## src/rsp_pkg.sv

```systemverilog
// Shared types and codes for the RGB565 sprite pixel blender.
// Used by every stage module and the top level.
package rsp_pkg;

    localparam logic [1:0] FMT_KEYED    = 2'd0;
    localparam logic [1:0] FMT_ARGB1555 = 2'd1;
    localparam logic [1:0] FMT_BGRA8888 = 2'd2;

    localparam logic [1:0] MODE_REPLACE = 2'd0;
    localparam logic [1:0] MODE_ADD     = 2'd1;
    localparam logic [1:0] MODE_ALPHA   = 2'd2;

    localparam logic [1:0] REG_SOURCE_FORMAT = 2'd0;
    localparam logic [1:0] REG_BLEND_MODE    = 2'd1;
    localparam logic [1:0] REG_ALPHA_LEVEL   = 2'd2;
    localparam logic [1:0] REG_COLOR_KEY     = 2'd3;

    localparam logic [5:0] FULL_WEIGHT = 6'd32;
    localparam logic [4:0] MAX5        = 5'h1F;
    localparam logic [5:0] MAX6        = 6'h3F;

    typedef struct packed {
        logic [1:0]  source_format;
        logic [1:0]  blend_mode;
        logic [5:0]  alpha_level;
        logic [15:0] color_key;
    } cfg_t;

    typedef struct packed {
        logic [15:0] s565;
        logic [15:0] dst;
        logic        opaque;
    } conv_t;

    typedef struct packed {
        logic [15:0] s565;
        logic [15:0] dst;
        logic        opaque;
        logic [1:0]  mode;
        logic [15:0] add_pix;
        logic [9:0]  rs_w;
        logic [9:0]  rd_w;
        logic [9:0]  bs_w;
        logic [9:0]  bd_w;
        logic [10:0] gs_w;
        logic [10:0] gd_w;
    } prod_t;

    typedef struct packed {
        logic [15:0] pixel;
        logic        we;
    } res_t;

endpackage

```

## src/rsp_conv.sv

```systemverilog
// Stage 1: converts the source pixel to RGB565 and decides transparency.
// Depends on rsp_pkg.
module rsp_conv
(
    input  logic          clk,
    input  logic          rst_n,
    input  rsp_pkg::cfg_t cfg,
    input  logic          in_valid,
    input  logic [31:0]   src_pixel,
    input  logic [15:0]   dst_pixel,
    input  logic          next_ready,
    output logic          ready,
    output logic          valid,
    output rsp_pkg::conv_t data
);

    logic           valid_reg;
    rsp_pkg::conv_t data_reg;
    rsp_pkg::conv_t data_next;

    assign ready = !valid_reg || next_ready;

    always_comb
    begin
        data_next.dst = dst_pixel;
        case (cfg.source_format)
            rsp_pkg::FMT_ARGB1555:
            begin
                data_next.opaque = src_pixel[15];
                data_next.s565   = {src_pixel[14:10], src_pixel[9:5], 1'b0, src_pixel[4:0]};
            end
            rsp_pkg::FMT_BGRA8888:
            begin
                data_next.opaque = (src_pixel[31:24] != 8'd0);
                data_next.s565   = {src_pixel[23:19], src_pixel[15:10], src_pixel[7:3]};
            end
            default:
            begin
                data_next.opaque = (src_pixel[15:0] != cfg.color_key);
                data_next.s565   = src_pixel[15:0];
            end
        endcase
    end

    always_ff @(posedge clk or negedge rst_n)
    begin
        if (!rst_n)
        begin
            valid_reg <= 1'b0;
        end
        else if (ready)
        begin
            valid_reg <= in_valid;
        end
    end

    always_ff @(posedge clk)
    begin
        if (ready && in_valid)
        begin
            data_reg <= data_next;
        end
    end

    assign valid = valid_reg;
    assign data  = data_reg;

endmodule

```

## src/rsp_mul.sv

```systemverilog
// Stage 2: weights each channel for the alpha blend and forms the saturating sum.
// Depends on rsp_pkg.
module rsp_mul
(
    input  logic           clk,
    input  logic           rst_n,
    input  rsp_pkg::cfg_t  cfg,
    input  logic           in_valid,
    input  rsp_pkg::conv_t in_data,
    input  logic           next_ready,
    output logic           ready,
    output logic           valid,
    output rsp_pkg::prod_t data
);

    logic           valid_reg;
    rsp_pkg::prod_t data_reg;
    rsp_pkg::prod_t data_next;
    logic [5:0]     a_w;
    logic [5:0]     inv_w;
    logic [5:0]     r_sum;
    logic [6:0]     g_sum;
    logic [5:0]     b_sum;

    assign ready = !valid_reg || next_ready;

    assign a_w   = (cfg.alpha_level > rsp_pkg::FULL_WEIGHT) ? rsp_pkg::FULL_WEIGHT
                                                           : cfg.alpha_level;
    assign inv_w = rsp_pkg::FULL_WEIGHT - a_w;

    assign r_sum = {1'b0, in_data.s565[15:11]} + {1'b0, in_data.dst[15:11]};
    assign g_sum = {1'b0, in_data.s565[10:5]}  + {1'b0, in_data.dst[10:5]};
    assign b_sum = {1'b0, in_data.s565[4:0]}   + {1'b0, in_data.dst[4:0]};

    always_comb
    begin
        data_next.s565    = in_data.s565;
        data_next.dst     = in_data.dst;
        data_next.opaque  = in_data.opaque;
        data_next.mode    = cfg.blend_mode;
        data_next.add_pix = {r_sum[5] ? rsp_pkg::MAX5 : r_sum[4:0],
                             g_sum[6] ? rsp_pkg::MAX6 : g_sum[5:0],
                             b_sum[5] ? rsp_pkg::MAX5 : b_sum[4:0]};
        data_next.rs_w    = 10'(a_w * in_data.s565[15:11]);
        data_next.rd_w    = 10'(inv_w * in_data.dst[15:11]);
        data_next.bs_w    = 10'(a_w * in_data.s565[4:0]);
        data_next.bd_w    = 10'(inv_w * in_data.dst[4:0]);
        data_next.gs_w    = 11'(a_w * in_data.s565[10:5]);
        data_next.gd_w    = 11'(inv_w * in_data.dst[10:5]);
    end

    always_ff @(posedge clk or negedge rst_n)
    begin
        if (!rst_n)
        begin
            valid_reg <= 1'b0;
        end
        else if (ready)
        begin
            valid_reg <= in_valid;
        end
    end

    always_ff @(posedge clk)
    begin
        if (ready && in_valid)
        begin
            data_reg <= data_next;
        end
    end

    assign valid = valid_reg;
    assign data  = data_reg;

endmodule

```

## src/rsp_mix.sv

```systemverilog
// Stage 3: sums the weighted channels and selects the result; holds the output beat.
// Depends on rsp_pkg.
module rsp_mix
(
    input  logic           clk,
    input  logic           rst_n,
    input  logic           in_valid,
    input  rsp_pkg::prod_t in_data,
    input  logic           next_ready,
    output logic           ready,
    output logic           valid,
    output rsp_pkg::res_t  data
);

    logic          valid_reg;
    rsp_pkg::res_t data_reg;
    rsp_pkg::res_t data_next;
    logic [5:0]    r_mix;
    logic [5:0]    b_mix;
    logic [16:0]   rb_mix;
    logic [11:0]   g_mix;
    logic [15:0]   alpha_pix;

    assign ready = !valid_reg || next_ready;

    assign r_mix     = {1'b0, in_data.rs_w[9:5]} + {1'b0, in_data.rd_w[9:5]};
    assign b_mix     = {1'b0, in_data.bs_w[9:5]} + {1'b0, in_data.bd_w[9:5]};
    assign rb_mix    = {r_mix, 11'd0} + {11'd0, b_mix};
    assign g_mix     = {1'b0, in_data.gs_w} + {1'b0, in_data.gd_w};
    assign alpha_pix = rb_mix[15:0] | {5'd0, g_mix[10:5], 5'd0};

    always_comb
    begin
        data_next.we = in_data.opaque;
        if (!in_data.opaque)
        begin
            data_next.pixel = in_data.dst;
        end
        else
        begin
            case (in_data.mode)
                rsp_pkg::MODE_ADD:   data_next.pixel = in_data.add_pix;
                rsp_pkg::MODE_ALPHA: data_next.pixel = alpha_pix;
                default:             data_next.pixel = in_data.s565;
            endcase
        end
    end

    always_ff @(posedge clk or negedge rst_n)
    begin
        if (!rst_n)
        begin
            valid_reg <= 1'b0;
        end
        else if (ready)
        begin
            valid_reg <= in_valid;
        end
    end

    always_ff @(posedge clk)
    begin
        if (ready && in_valid)
        begin
            data_reg <= data_next;
        end
    end

    assign valid = valid_reg;
    assign data  = data_reg;

endmodule

```

## src/rgb565_sprite_pixel_blender.sv

```systemverilog
// Top level of the RGB565 sprite pixel blender: configuration registers and three stages.
// Depends on rsp_pkg, rsp_conv, rsp_mul and rsp_mix.
//
//   channel | signals                                       | beat moves when
//   --------+-----------------------------------------------+---------------------------
//   cfg     | cfg_valid cfg_ready cfg_index cfg_data        | cfg_valid && cfg_ready
//   pix     | pix_valid pix_ready src_pixel dst_pixel       | pix_valid && pix_ready
//   res     | res_valid res_ready out_pixel write_enable    | res_valid && res_ready
//
// Each beat is registered by rsp_conv, rsp_mul, rsp_mix; one pixel per cycle while not stalled.
// Stages: format convert, channel weighting multiplies, sum and select into the output register.
// Each stage advances when it is empty or the stage after it advances; a stall holds every beat.
// Reset empties the pipeline and loads the register defaults; cfg_ready is always high.
module rgb565_sprite_pixel_blender
(
    input  logic        clk,
    input  logic        rst_n,
    input  logic        cfg_valid,
    output logic        cfg_ready,
    input  logic [1:0]  cfg_index,
    input  logic [15:0] cfg_data,
    input  logic        pix_valid,
    output logic        pix_ready,
    input  logic [31:0] src_pixel,
    input  logic [15:0] dst_pixel,
    output logic        res_valid,
    input  logic        res_ready,
    output logic [15:0] out_pixel,
    output logic        write_enable
);

    rsp_pkg::cfg_t  cfg_reg;
    rsp_pkg::conv_t conv_data;
    rsp_pkg::prod_t prod_data;
    rsp_pkg::res_t  res_data;
    logic           conv_valid;
    logic           prod_valid;
    logic           mul_ready;
    logic           mix_ready;

    assign cfg_ready = 1'b1;

    always_ff @(posedge clk or negedge rst_n)
    begin
        if (!rst_n)
        begin
            cfg_reg.source_format <= rsp_pkg::FMT_KEYED;
            cfg_reg.blend_mode    <= rsp_pkg::MODE_REPLACE;
            cfg_reg.alpha_level   <= rsp_pkg::FULL_WEIGHT;
            cfg_reg.color_key     <= 16'd0;
        end
        else if (cfg_valid && cfg_ready)
        begin
            case (cfg_index)
                rsp_pkg::REG_SOURCE_FORMAT: cfg_reg.source_format <= cfg_data[1:0];
                rsp_pkg::REG_BLEND_MODE:    cfg_reg.blend_mode    <= cfg_data[1:0];
                rsp_pkg::REG_ALPHA_LEVEL:   cfg_reg.alpha_level   <= cfg_data[5:0];
                rsp_pkg::REG_COLOR_KEY:     cfg_reg.color_key     <= cfg_data;
                default:                    cfg_reg.color_key     <= cfg_reg.color_key;
            endcase
        end
    end

    rsp_conv u_conv
    (
        .clk        (clk),
        .rst_n      (rst_n),
        .cfg        (cfg_reg),
        .in_valid   (pix_valid),
        .src_pixel  (src_pixel),
        .dst_pixel  (dst_pixel),
        .next_ready (mul_ready),
        .ready      (pix_ready),
        .valid      (conv_valid),
        .data       (conv_data)
    );

    rsp_mul u_mul
    (
        .clk        (clk),
        .rst_n      (rst_n),
        .cfg        (cfg_reg),
        .in_valid   (conv_valid),
        .in_data    (conv_data),
        .next_ready (mix_ready),
        .ready      (mul_ready),
        .valid      (prod_valid),
        .data       (prod_data)
    );

    rsp_mix u_mix
    (
        .clk        (clk),
        .rst_n      (rst_n),
        .in_valid   (prod_valid),
        .in_data    (prod_data),
        .next_ready (res_ready),
        .ready      (mix_ready),
        .valid      (res_valid),
        .data       (res_data)
    );

    assign out_pixel    = res_data.pixel;
    assign write_enable = res_data.we;

endmodule

```

## config.mk

```make
export PLATFORM = sky130hd
export DESIGN_NAME = rgb565_sprite_pixel_blender
export DESIGN_NICKNAME = d
export VERILOG_FILES = /design/src/rsp_pkg.sv /design/src/rsp_conv.sv /design/src/rsp_mul.sv /design/src/rsp_mix.sv /design/src/rgb565_sprite_pixel_blender.sv
export SDC_FILE = /design/constraint.sdc
export NUM_CORES = 1
export LEC_CHECK = 0
export ABC_AREA = 1
export BUFFER_PORTS_ARGS = -buffer_cell sky130_fd_sc_hd__buf_2
export CAP_MARGIN = 20
export CELL_PAD_IN_SITES_DETAIL_PLACEMENT = 1
export CELL_PAD_IN_SITES_GLOBAL_PLACEMENT = 1
export CORE_AREA = 3 3 213 152
export CTS_BUF_LIST = sky130_fd_sc_hd__clkbuf_8
export DETAILED_ROUTE_END_ITERATION = 10
export DIE_AREA = 0 0 216 155
export PLACE_DENSITY = 0.88
export SLEW_MARGIN = 15
export SYNTH_ARGS = -nofsm -noshare
export SYNTH_HDL_FRONTEND = slang
export SYNTH_SLANG_ARGS = --single-unit
```

## constraint.sdc

```tcl
create_clock -name clk -period 5.4 [get_ports clk]
set_clock_uncertainty 0.2 [all_clocks]
set_input_delay 0.27 -clock clk [delete_from_list [all_inputs] [get_ports clk]]
set_output_delay 0.27 -clock clk [all_outputs]
set_load 0.01 [all_outputs]
```

==> impl_metrics.json, run 1 <==
{
  "antenna_left": 0,
  "placedCellCount": 1994,
  "dp_hpwl_mm": 30.1,
  "antenna_found_initial": 2,
  "hold_viol_final": 0,
  "numCtsBuffers": 17,
  "post-route-min-period_ps": 5110,
  "clk_latency_ps": 530,
  "routedWlPerCell_um": 20.7,
  "crit_fanout": 11,
  "fin_nets": 1950,
  "yosysSeqAreaShare": 0.376,
  "row_count": 53,
  "ys.flop_type": "edfxtp_1",
  "vias": 11228,
  "port_buffers": 86,
  "ys_ff_latch": 172,
  "power.density_nw_per_um2": 471,
  "drive_above_1_share": 0.103,
  "synth_warnings": 0,
  "tightest_slew_ps": 995,
  "synth_area_per_cell_um2": 8.87,
  "syn_to_final_growth_pct": 14.7,
  "synth_edf_count": 143,
  "cp.required_ps": 5460,
  "clk_pin_slew_ps": 120,
  "reg2reg_from": "cfg_reg[21]",
  "synth_common_cells": "nand2_1 (339), inv_1 (271), nor2_1 (164)",
  "yosys.area.top_type": "edfxtp_1",
  "die_w_um": 216,
  "synthesis.nets": 1795,
  "wl_mm": 43.2,
  "netlist.area_leader.share": 0.321,
  "setup_viol": 0,
  "postCtsSetupRepairBufs": 0,
  "gp_congestion": 0.889,
  "drt-initial-drc-count": 870,
  "period_share": 0.946,
  "crit_type": "flip-flop to flip-flop",
  "dp_worst_setup_slack_ps": 338,
  "fmax_ghz": 0.196,
  "start_util": 0.442,
  "dieArea_um2": 33500,
  "fillers": 3605,
  "grt.total_usage": 0.261,
  "hp-class": "input pin to flip-flop",
  "r2r_setup_slack_ps": 290,
  "status": "finished clean",
  "largest_reg_flops": 93,
  "clock_sinks": 172,
  "tritoncts": "built",
  "coreArea_um2": 30200,
  "p_leak_nw": 7.66,
  "fin_tns_setup_ps": 0,
  "synth_most_common_cell": "nand2_1",
  "cts_buffer_depth": 2,
  "io_pins": 91,
  "grt_pass1_vias": 12405,
  "ctsRootBufferMaster": "clkbuf_8",
  "rsz0062_at_grt": "false",
  "start_kind": "flip-flop",
  "syn_area_um2": 13400,
  "maxCapViolations": 0,
  "hp-start": "src_pixel[5]",
  "utilization": 0.507,
  "postSynthCellCount": 1507,
  "end_kind": "flip-flop",
  "crit_start": "cfg_reg[21]",
  "drc": 0,
  "final_cells": 2089,
  "first_pass_iters": 5,
  "ys_top_cells_by_area": "edfxtp_1 (32%), ha_1 (13%), fa_1 (12%)",
  "slew_headroom": 0.336,
  "drv_slew": 0,
  "grt_max_degree": 58,
  "netlist-cell-type-count": 46,
  "grt_pass1_wl_mm": 67.2,
  "fp.dieH_um": 155,
  "cp.arrival_ps": 5170,
  "vias_per_cell": 5.37,
  "peakVddDrop_uv": 258,
  "setup_ws_ps": 293,
  "htree_levels": 4,
  "overflow": 0,
  "synth-async-reset-ratio": 0.169
}
[final timing paths]
| path | endpoint | depth (start not counted) |
|---|---|---|
| worst max-delay path | u_mul.data[9] | 18 |
| worst min-delay path | u_conv.data[22] | 3 |
| worst max register to register | u_mul.data[9] | 18 |
| worst min register to register | u_mul.data[78] | 0 |
| max in group asynchronous | cfg_reg[22] | 2 |
| min in group asynchronous | cfg_reg[12] | 2 |
[cell type report]
type | count | area (µm²) | area share
flip-flops and latches | 172 | 5020 | 0.328
clock buffers | 17 | 234 | 0.0153
multi-input cells | 1028 | 7170 | 0.468
well taps | 412 | 515 | 0.0336
clock inverters | 15 | 150 | 0.00980
inverters | 279 | 1050 | 0.0684
repair buffers | 164 | 1180 | 0.0769
diodes | 2 | 5.00 | 0.000327
[per-stage QoR]
stage	power, mW	hold slack [ps]	area (µm²)
final	7.21	119	15300
after global routing	7.81	79.3	15300
after CTS	7.11	1.01	15300
after detailed placement	6.09	154	14300
after global placement	5.78	137	14300
after floorplan	4.89	-226	13400
[logic make-up after synthesis]
| group | count (synthesis) | share of synthesized area |
|---|---|---|
| simple gates | 598 | 0.183 |
| fa+ha+maj | 217 | 0.246 |
| mux | 9 | 0.00759 |
| compound gates | 152 | 0.0653 |
| flops | 172 | 0.376 |
| xor+xnor | 51 | 0.0334 |
| buf+inv | 307 | 0.0880 |
| other cells | 1 | 0.000281 |
[cells in the final DEF, fill, tap and decap left out, types with 5 or more instances in the layout]
cell type / n
or2_2: 9
a21oi_1: 64
o22ai_1: 6
dlygate4sd3_1: 60
inv_2: 8
o221ai_1: 12
nor3_1: 5
clkbuf_8: 17
clkinv_4: 6
ha_1: 140
xor2_1: 31
dfrtp_1: 28
buf_4: 17
nand2_1: 339
buf_2: 86
nor2_1: 164
edfxtp_1: 143
inv_8: 5
nand4_1: 11
fa_1: 77
nand3_1: 54
mux2_2: 9
inv_1: 269
o21ai_0: 45
xnor2_1: 20
[critical path, stage by stage, from the launching register on]
cell	delay [ps]
dfstp_2	560
inv_2	70
nand2_1	260
ha_1	360
xnor2_1	230
inv_2	210
nor2_1	170
fa_1	460
fa_1	550
inv_1	60
fa_1	540
inv_1	50
ha_1	350
a21oi_1	200
o21ai_0	170
a21oi_1	170
nor2_1	50
nor2_1	110
xnor2_1	80
[routing by layer]
metal,global-route usage,up-vias,share of wire
li1,-,5141,-
met1,0.313,5558,0.40
met2,0.451,399,0.49
met3,0.0553,130,0.063
met4,0.127,0,0.050
met5,0,-,0
[what timing repair did]
action / CTS / global route
resized for setup: 0 / 1
endpoints found under the setup margin: 0 / 2
hold endpoints to repair: 91 / 0
hold buffers: 60 / 0
[power breakdown]
group	internal, mW	total [mW]	switching, mW	leakage [nW]
combinational	1.46	4.05	2.59	5.73
clock	0.343	0.938	0.595	0.193
sequential	1.98	2.23	0.241	1.74
total	3.79	7.21	3.42	7.66
(Power assumes the default switching activity.)
==> inputs of run 2 (changes only) <==
Settings changed: CORE_AREA 3 3 213 152 to 3 3 251 130, DIE_AREA 0 0 216 155 to 0 0 254 133.
==> impl_metrics.json, run 2 (same netlist as run 1, synthesis figures left out) <==
{
  "postCtsSetupRepairBufs": 0,
  "drc": 0,
  "r2r_setup_slack_ps": 280,
  "rsz0062_at_grt": "false",
  "hold_viol_final": 0,
  "drv_slew": 0,
  "power.density_nw_per_um2": 470,
  "overflow": 0,
  "port_buffers": 86,
  "fin_nets": 1940,
  "wl_mm": 42.4,
  "cp.required_ps": 5440,
  "fmax_ghz": 0.195,
  "coreArea_um2": 30300,
  "start_util": 0.441,
  "grt_pass1_vias": 12531,
  "vias": 11277,
  "slew_headroom": 0.307,
  "numCtsBuffers": 17,
  "tritoncts": "built",
  "peakVddDrop_uv": 188,
  "first_pass_iters": 5,
  "routedWlPerCell_um": 20.5,
  "dieArea_um2": 33800,
  "ctsRootBufferMaster": "clkbuf_8",
  "syn_to_final_growth_pct": 13.7,
  "die_w_um": 254,
  "status": "finished clean",
  "layout_common_cells": "nand2_1 (337), inv_1 (270), nor2_1 (164)",
  "clk_pin_slew_ps": 110,
  "total_power_mw": 7.14,
  "worstPathCellList": "inv_2 -> nand2_2 -> ha_1 -> xnor2_1 -> inv_1 -> nor2_1 -> fa_1 -> fa_1 -> inv_1 -> fa_1 -> inv_1 -> ha_1 -> nand2_1 -> o31ai_1 -> xor2_1",
  "crit_type": "flip-flop to flip-flop",
  "cp.arrival_ps": 5160,
  "row_count": 45,
  "io_pins": 91,
  "tightest_slew_ps": 1040,
  "largest_reg_flops": 93,
  "start_kind": "flip-flop",
  "cts_buffer_depth": 2,
  "grt_max_degree": 76,
  "maxCapViolations": 0,
  "hp-class": "input pin to flip-flop",
  "crit_fanout": 11,
  "gp_congestion": 0.898,
  "antenna_left": 0,
  "setup_viol": 0,
  "drive_above_1_share": 0.100,
  "drt-initial-drc-count": 755,
  "antenna_found_initial": 3,
  "vias_per_cell": 5.45,
  "dp_hpwl_mm": 30.3,
  "p_leak_nw": 7.59,
  "fin_tns_setup_ps": 0,
  "cp_slowest_stage_delay_ps": 660,
  "end_kind": "flip-flop",
  "post-route-min-period_ps": 5120,
  "fp.dieH_um": 133,
  "clk_latency_ps": 510,
  "mostFrequentLayoutCell": "nand2_1",
  "grt.total_usage": 0.260,
  "clock_sinks": 172,
  "period_share": 0.948,
  "grt_pass1_wl_mm": 67.3,
  "htree_levels": 4,
  "critPathSlowestCell": "dfstp_2"
}
[run 2: cell types whose count changed in the layout (fill, tap and decap cells not counted), sizes merged, moves of 2 or more]
cell / change
inv: -5
dlygate4sd3: -6
clkinvlp: +2
buf: -4
diode: +2
clkinv: +2
[run 2: worst paths after layout]
kind	startpoint	cells after the start	end
min	src_pixel[4]	3	u_conv.data[21]
max in group asynchronous	rst_n	2	u_conv.valid
min reg2reg	u_conv.data[0]	0	u_mul.data[80]
min in group asynchronous	rst_n	2	cfg_reg[8]
max reg2reg	cfg_reg[21]	15	u_mul.data[29]
max	cfg_reg[21]	15	u_mul.data[29]
[run 2: final cells by class]
cell class	instances	area [µm²]
Fill cell	3605	15100
Multi-Input combinational cell	1028	7170
Sequential cell	172	5020
Timing Repair Buffer	154	1080
Inverter	279	1050
Tap cell	399	499
Clock buffer	17	234
Clock inverter	15	125
Antenna cell	4	10.0
[run 2: routing by layer]
metal	vias to the layer above	part of all wire	global-route usage
met5	-	0	0
met2	441	0.50	0.461
met1	5571	0.40	0.305
met3	136	0.057	0.0485
met4	0	0.043	0.121
li1	5129	-	-
[run 2: worst max-delay path: cells and delay by family (launching register included)]
| family | cells | cell delay, ps |
|---|---|---|
| buf+inv | 4 | 480 |
| xor+xnor | 2 | 320 |
| fa+ha+maj | 5 | 2240 |
| simple gates | 3 | 540 |
| flops | 1 | 660 |
| compound gates | 1 | 410 |
[run 2: repair_timing]
action / 4_1_cts / 5_1_grt
resized for setup: 0 / 3
endpoints found under the hold margin: 86 / 0
hold buffers: 54 / 0
endpoints found under the setup margin: 0 / 9
[run 2: through the flow]
step,setup WS (ps),instance area [µm²],cells,hold slack (ps),utilization
floorplan,386,13400,1507,-226,-
global placement,381,14300,1978,120,0.471
detailed placement,117,14300,1978,121,0.471
CTS,14.3,15200,2064,4.97,0.501
global route,43.5,15200,2067,37.2,0.501
finish,280,15200,2068,60.8,0.501
[run 2: power breakdown]
part	internal, mW	switching [mW]
sequential	1.99	0.251
combinational	1.44	2.55
clock	0.362	0.548
